===== src/rtl/qslerp_pkg.sv =====
// ---------------------------------------------------------------------------
// qslerp_pkg
// Shared types, constants and the arctangent table for the slerp pipeline.
// ---------------------------------------------------------------------------
package qslerp_pkg;

    localparam int CORDIC_STEPS = 30;
    localparam int ANG_W        = 33;   // signed Q2.30 angle with headroom
    localparam int CV_W         = 34;   // signed CORDIC vector component

    typedef logic [30:0]              unorm_t;   // unsigned Q1.30, 0 .. 1.0
    typedef logic signed [ANG_W-1:0]  angle_t;
    typedef logic signed [CV_W-1:0]   cvec_t;

    typedef struct packed {
        logic en;      // pipeline advance
        logic valid;   // word entering the unit
    } pipe_ctl_t;

    localparam unorm_t      ONE_Q30     = 31'h4000_0000;
    localparam unorm_t      THETA_MIN   = 31'd1074;
    localparam logic [16:0] BLEND_ONE   = 17'd65536;
    localparam cvec_t       CORDIC_GAIN = 34'sd652032874;

    function automatic angle_t atan_entry(input int idx);
        angle_t val;
        case (idx)
            0:  val = 33'sd843314856;
            1:  val = 33'sd497837829;
            2:  val = 33'sd263043836;
            3:  val = 33'sd133525158;
            4:  val = 33'sd67021686;
            5:  val = 33'sd33543515;
            6:  val = 33'sd16775850;
            7:  val = 33'sd8388437;
            8:  val = 33'sd4194282;
            9:  val = 33'sd2097149;
            10: val = 33'sd1048575;
            11: val = 33'sd524287;
            12: val = 33'sd262143;
            13: val = 33'sd131071;
            14: val = 33'sd65535;
            15: val = 33'sd32767;
            16: val = 33'sd16383;
            17: val = 33'sd8191;
            18: val = 33'sd4095;
            19: val = 33'sd2047;
            20: val = 33'sd1023;
            21: val = 33'sd511;
            22: val = 33'sd255;
            23: val = 33'sd127;
            24: val = 33'sd63;
            25: val = 33'sd31;
            26: val = 33'sd15;
            27: val = 33'sd8;
            28: val = 33'sd4;
            29: val = 33'sd2;
            default: val = '0;
        endcase
        return val;
    endfunction

endpackage


===== src/rtl/qslerp_sqrt.sv =====
// ---------------------------------------------------------------------------
// qslerp_sqrt
// Pipelined floor square root, one root bit per stage, 31 stages.
// ---------------------------------------------------------------------------
module qslerp_sqrt
    import qslerp_pkg::*;
#(
    parameter int SIDE_W = 1
)
(
    input  logic              clk,
    input  logic              rst_n,
    input  pipe_ctl_t         ctl,
    input  logic [60:0]       rad,
    input  logic [SIDE_W-1:0] side_in,
    output logic              valid_out,
    output unorm_t            root,
    output logic [SIDE_W-1:0] side_out
);

    localparam int STAGES = 31;

    logic [62:0]       rem_reg  [STAGES-1];
    unorm_t            root_reg [STAGES];
    logic [SIDE_W-1:0] side_reg [STAGES];
    logic              valid_reg [STAGES];

    for (genvar g = 0; g < STAGES; g++)
    begin : g_stage
        localparam int K = STAGES - 1 - g;
        logic [62:0]       rem_cur;
        logic [62:0]       rem_next;
        logic [62:0]       trial;
        unorm_t            root_cur;
        unorm_t            root_next;
        logic [SIDE_W-1:0] side_cur;
        logic              valid_cur;

        if (g == 0)
        begin : g_head
            assign rem_cur   = 63'(rad);
            assign root_cur  = '0;
            assign side_cur  = side_in;
            assign valid_cur = ctl.valid;
        end
        else
        begin : g_tail
            assign rem_cur   = rem_reg[g-1];
            assign root_cur  = root_reg[g-1];
            assign side_cur  = side_reg[g-1];
            assign valid_cur = valid_reg[g-1];
        end

        // trial = (2r + 2^K) * 2^K
        always_comb
        begin
            trial = (63'(root_cur) << (K + 1)) + (63'(1) << (2 * K));
            if (rem_cur >= trial)
            begin
                rem_next  = rem_cur - trial;
                root_next = root_cur | (31'(1) << K);
            end
            else
            begin
                rem_next  = rem_cur;
                root_next = root_cur;
            end
        end

        always_ff @(posedge clk or negedge rst_n)
        begin
            if (!rst_n)
                valid_reg[g] <= 1'b0;
            else if (ctl.en)
                valid_reg[g] <= valid_cur;
        end

        always_ff @(posedge clk)
        begin
            if (ctl.en)
            begin
                root_reg[g] <= root_next;
                side_reg[g] <= side_cur;
            end
        end

        if (g < STAGES - 1)
        begin : g_keep
            always_ff @(posedge clk)
            begin
                if (ctl.en)
                    rem_reg[g] <= rem_next;
            end
        end
    end

    assign valid_out = valid_reg[STAGES-1];
    assign root      = root_reg[STAGES-1];
    assign side_out  = side_reg[STAGES-1];

endmodule


===== config.mk =====
export PLATFORM = sky130hd
export DESIGN_NAME = qslerp_sqrt
export DESIGN_NICKNAME = d
export VERILOG_FILES = /design/src/rtl/qslerp_pkg.sv /design/src/rtl/qslerp_sqrt.sv
export SDC_FILE = /design/constraint.sdc
export NUM_CORES = 2
export LEC_CHECK = 0
export ABC_CLOCK_PERIOD_IN_PS = 3500
export BUFFER_PORTS_ARGS = -buffer_cell sky130_fd_sc_hd__buf_2
export CORE_MARGIN = 2
export CORE_UTILIZATION = 54
export CTS_CLUSTER_SIZE = 20
export DETAILED_ROUTE_END_ITERATION = 16
export GPL_TIMING_DRIVEN = 0
export PLACE_DENSITY = 0.72
export SLEW_MARGIN = 20
export SYNTH_ARGS = -nofsm -noshare
export SYNTH_HDL_FRONTEND = slang
export SYNTH_SLANG_ARGS = --single-unit

===== constraint.sdc =====
create_clock -name clk -period 3.5 [get_ports clk]
set_clock_uncertainty 0.15 [all_clocks]
set_input_delay 0 -clock clk [delete_from_list [all_inputs] [get_ports clk]]
set_output_delay 0 -clock clk [all_outputs]
set_load 0.005 [all_outputs]

==> results.json <==
{
  "dieHeight_um": 469,
  "insertion_delay_ps": 960,
  "crit_path_end_kind": "register",
  "antenna_found_initial": 12,
  "regArea_um2": 73300,
  "core-area_um2": 215000,
  "power_uw": 90200,
  "fin_crit_ps": 3750,
  "overflow": 0,
  "drive_gt1_share_pct": 17.3,
  "dr.pass1.iters": 6,
  "synth_cells": 9256,
  "slew_headroom_pct": 24.8,
  "synth.distinct_cells": 96,
  "grt_pass1_vias": 76100,
  "hold_viol": 0,
  "crit_start": "rem_reg[6][217]$_DFFE_PP_",
  "final_cells": 13100,
  "drc": 0,
  "startpoint_type": "register",
  "r2r_end": "rem_reg[7][42]$_DFFE_PP_",
  "maxCapViolCount": 0,
  "synth_edf_count": 2416,
  "first_iter_violations": 8599,
  "start_util_pct": 54.4,
  "whs_ps": 42.0,
  "htree_num_levels": 5,
  "place_hpwl_um": 225000,
  "dieArea_um2": 220000,
  "cts_tree": "yes",
  "status": "complete, but fails checks",
  "clock_path_buffers": 4,
  "area_growth_pct": 19.4,
  "synthArstFlopShare_pct": 1.27,
  "critPathMaxFanout": 6,
  "dieWidth_um": 469,
  "grt_pass1_wl_um": 464000,
  "fillers": 15700,
  "cts_sinks": 2447,
  "fin_util_pct": 64.9,
  "max_freq_ghz": 0.266,
  "rsz0062_at_grt": "yes",
  "criticalPathCategory": "register to register",
  "nNetsFinal": 10600,
  "wl_per_cell_um": 24.1,
  "wirelength_um": 315000,
  "postRouteAntennaNets": 0,
  "synthFlopType": "edfxtp_1",
  "synth_warnings": 0,
  "largest_reg_flops": 1889,
  "io_pins": 99,
  "drt-vias-per-instance": 6.02,
  "p_per_area_nw_per_um2": 646,
  "crit_arrival_ps": 4310,
  "whs_path_depth": 2,
  "finalCritPeriodShare_pct": 107,
  "globalplace.congestion": 0.941,
  "final.setup.worst_slack_ps": -255,
  "rrSetupSlack_ps": -250,
  "netlist_area_um2": 117000,
  "clk_pin_slew_worst_paths_ps": 60,
  "violations": "setup timing",
  "portBuffers": 97,
  "grt_max_degree": 159,
  "vias": 78700,
  "peakVddDrop_v": 0.000521,
  "hold_path_class": "primary input to register",
  "dp.cells": 12200,
  "crit_end": "rem_reg[7][42]$_DFFE_PP_",
  "postSynthAreaPerCell_um2": 12.6,
  "multi_input_area_um2": 45500,
  "tightestPinTransition_ps": 1120,
  "fin_setup_tns_ps": -7360,
  "ys_seq_area_share_pct": 62.7,
  "r2r-start": "rem_reg[6][217]$_DFFE_PP_",
  "r2r_cells": 11,
  "setup_viol": 78,
  "cellLeakagePower_uw": 0.0523,
  "ys_seq_elements": 2447,
  "cp_data_required_time_ps": 4060,
  "timing.final.max_slew_violations": 0,
  "rows": 170,
  "cts_buffers": 277,
  "track_usage_pct": 27.5,
  "cts-root-buf": "clkbuf_16"
}
## how the worst min path moves through the flow
stage          startpoint                                end  slack [ps]
3_5_place_dp        rst_n   g_stage[2].valid_cur$_DFFE_PN0P_         -90
3_3_place_gp        rst_n   g_stage[3].valid_cur$_DFFE_PN0P_        -110
5_1_grt            ctl[1]          rem_reg[3][163]$_DFFE_PP_          60
6_report           ctl[1]          rem_reg[3][163]$_DFFE_PP_          40
2_1_floorplan       rst_n  g_stage[10].valid_cur$_DFFE_PN0P_        -450
4_1_cts            ctl[1]         root_reg[14][17]$_DFFE_PP_           1
## synth_stat cells, drive strengths merged, types with 59 or more instances
master / count / area (um^2)
nand4: 176 / 1100
edfxtp: 2416 / 72500
o21bai: 59 / 443
xnor2: 448 / 3930
or4: 77 / 586
a21o: 182 / 1370
nand2: 506 / 1910
o21ai: 348 / 1750
nand3: 146 / 731
inv: 650 / 2440
nor4: 348 / 2180
ha: 523 / 6540
nor3: 231 / 1160
xor2: 413 / 3620
nor2: 699 / 2620
clkbuf: 170 / 638
a21oi: 639 / 3200
mux2: 134 / 1510
o21a: 90 / 676
nor2b: 76 / 475
nand2b: 89 / 557
or3: 92 / 576
## cell type report
class,instances,area share (%)
diodes,4,0.00717
plain buffers,124,0.603
clock buffers,326,5.26
clock inverters,157,1.14
inverters,652,1.76
multi-input cells,5967,32.6
flip-flops and latches,2447,52.5
well taps,2838,2.54
repair buffers,570,3.58
## metal layers
metal	part of all wire, %	wire, um	vias up	track usage, %
met5	0.0041	13	-	0
met4	2.2	7010	2	6.49
met3	6.2	19500	491	3.97
met2	47	147000	2681	43.7
met1	45	141000	39200	40.1
li1	-	-	36400	-
## cells by family (layout without fill, tap and decap cells)
logic type	Yosys count	count (layout)	share of synthesized area (%)
xor gates and xnor gates	861	861	6.45
DFF	2447	2447	62.7
other	1	6	0.00321
and+or+nand+nor	2737	2738	12.2
muxes	144	144	1.38
adders and majority gates	523	523	5.59
AOI/OAI and AO/OA	1699	1699	9.00
buffers and inverters	844	1829	2.71
## cell usage in the layout (no fill, tap or decap), types with 76 or more instances in the layout
master and count:
a21oi_1 582, nand3_1 128, nand2_1 491, a21o_1 180
buf_2 101, o21a_1 89, ha_1 385, edfxtp_1 2416
nor3_1 184, clkbuf_1 76, dlygate4sd3_1 132, xnor2_1 442
nor2_1 643, nand2b_1 87, clkbuf_16 291, buf_4 303
xor2_1 406, nand4_1 176, mux2_2 127, inv_1 636
o21ai_0 312, ha_4 87, nor4_1 267
## per-stage QoR
stage / area, um^2 / worst slack (ps)
finish: 140000 / -255
global route: 140000 / -302
CTS: 135000 / -117
detailed placement: 122000 / -1660
global placement: 121000 / -35950
floorplan: 117000 / 0.00888
## worst max-delay path: stages, from the launching register on
cell,delay (ps)
edfxtp_1,440
ha_4,310
nand4_1,120
or3_4,380
nor3_4,270
nor4b_4,560
a41oi_2,270
o31ai_4,110
buf_6,160
and4b_1,230
or3b_1,370
xnor2_1,140
## report_power, final
part           switching (uW)  internal, uW  leakage [uW]
registers                3320         37100        0.0236
logic                   11900          9060        0.0243
clock network           11700         17100       0.00436
## repair_timing
action / CTS / global route
endpoints found under the setup margin: 856 / 858
buffers inserted: 152 / 166
gates resized for setup: 568 / 603
pin swaps: 93 / 167
hold endpoints to repair: 576 / 0
cloned: 0 / 7
hold buffers: 133 / 0
Note: power is estimated with default switching activity, not from simulation.
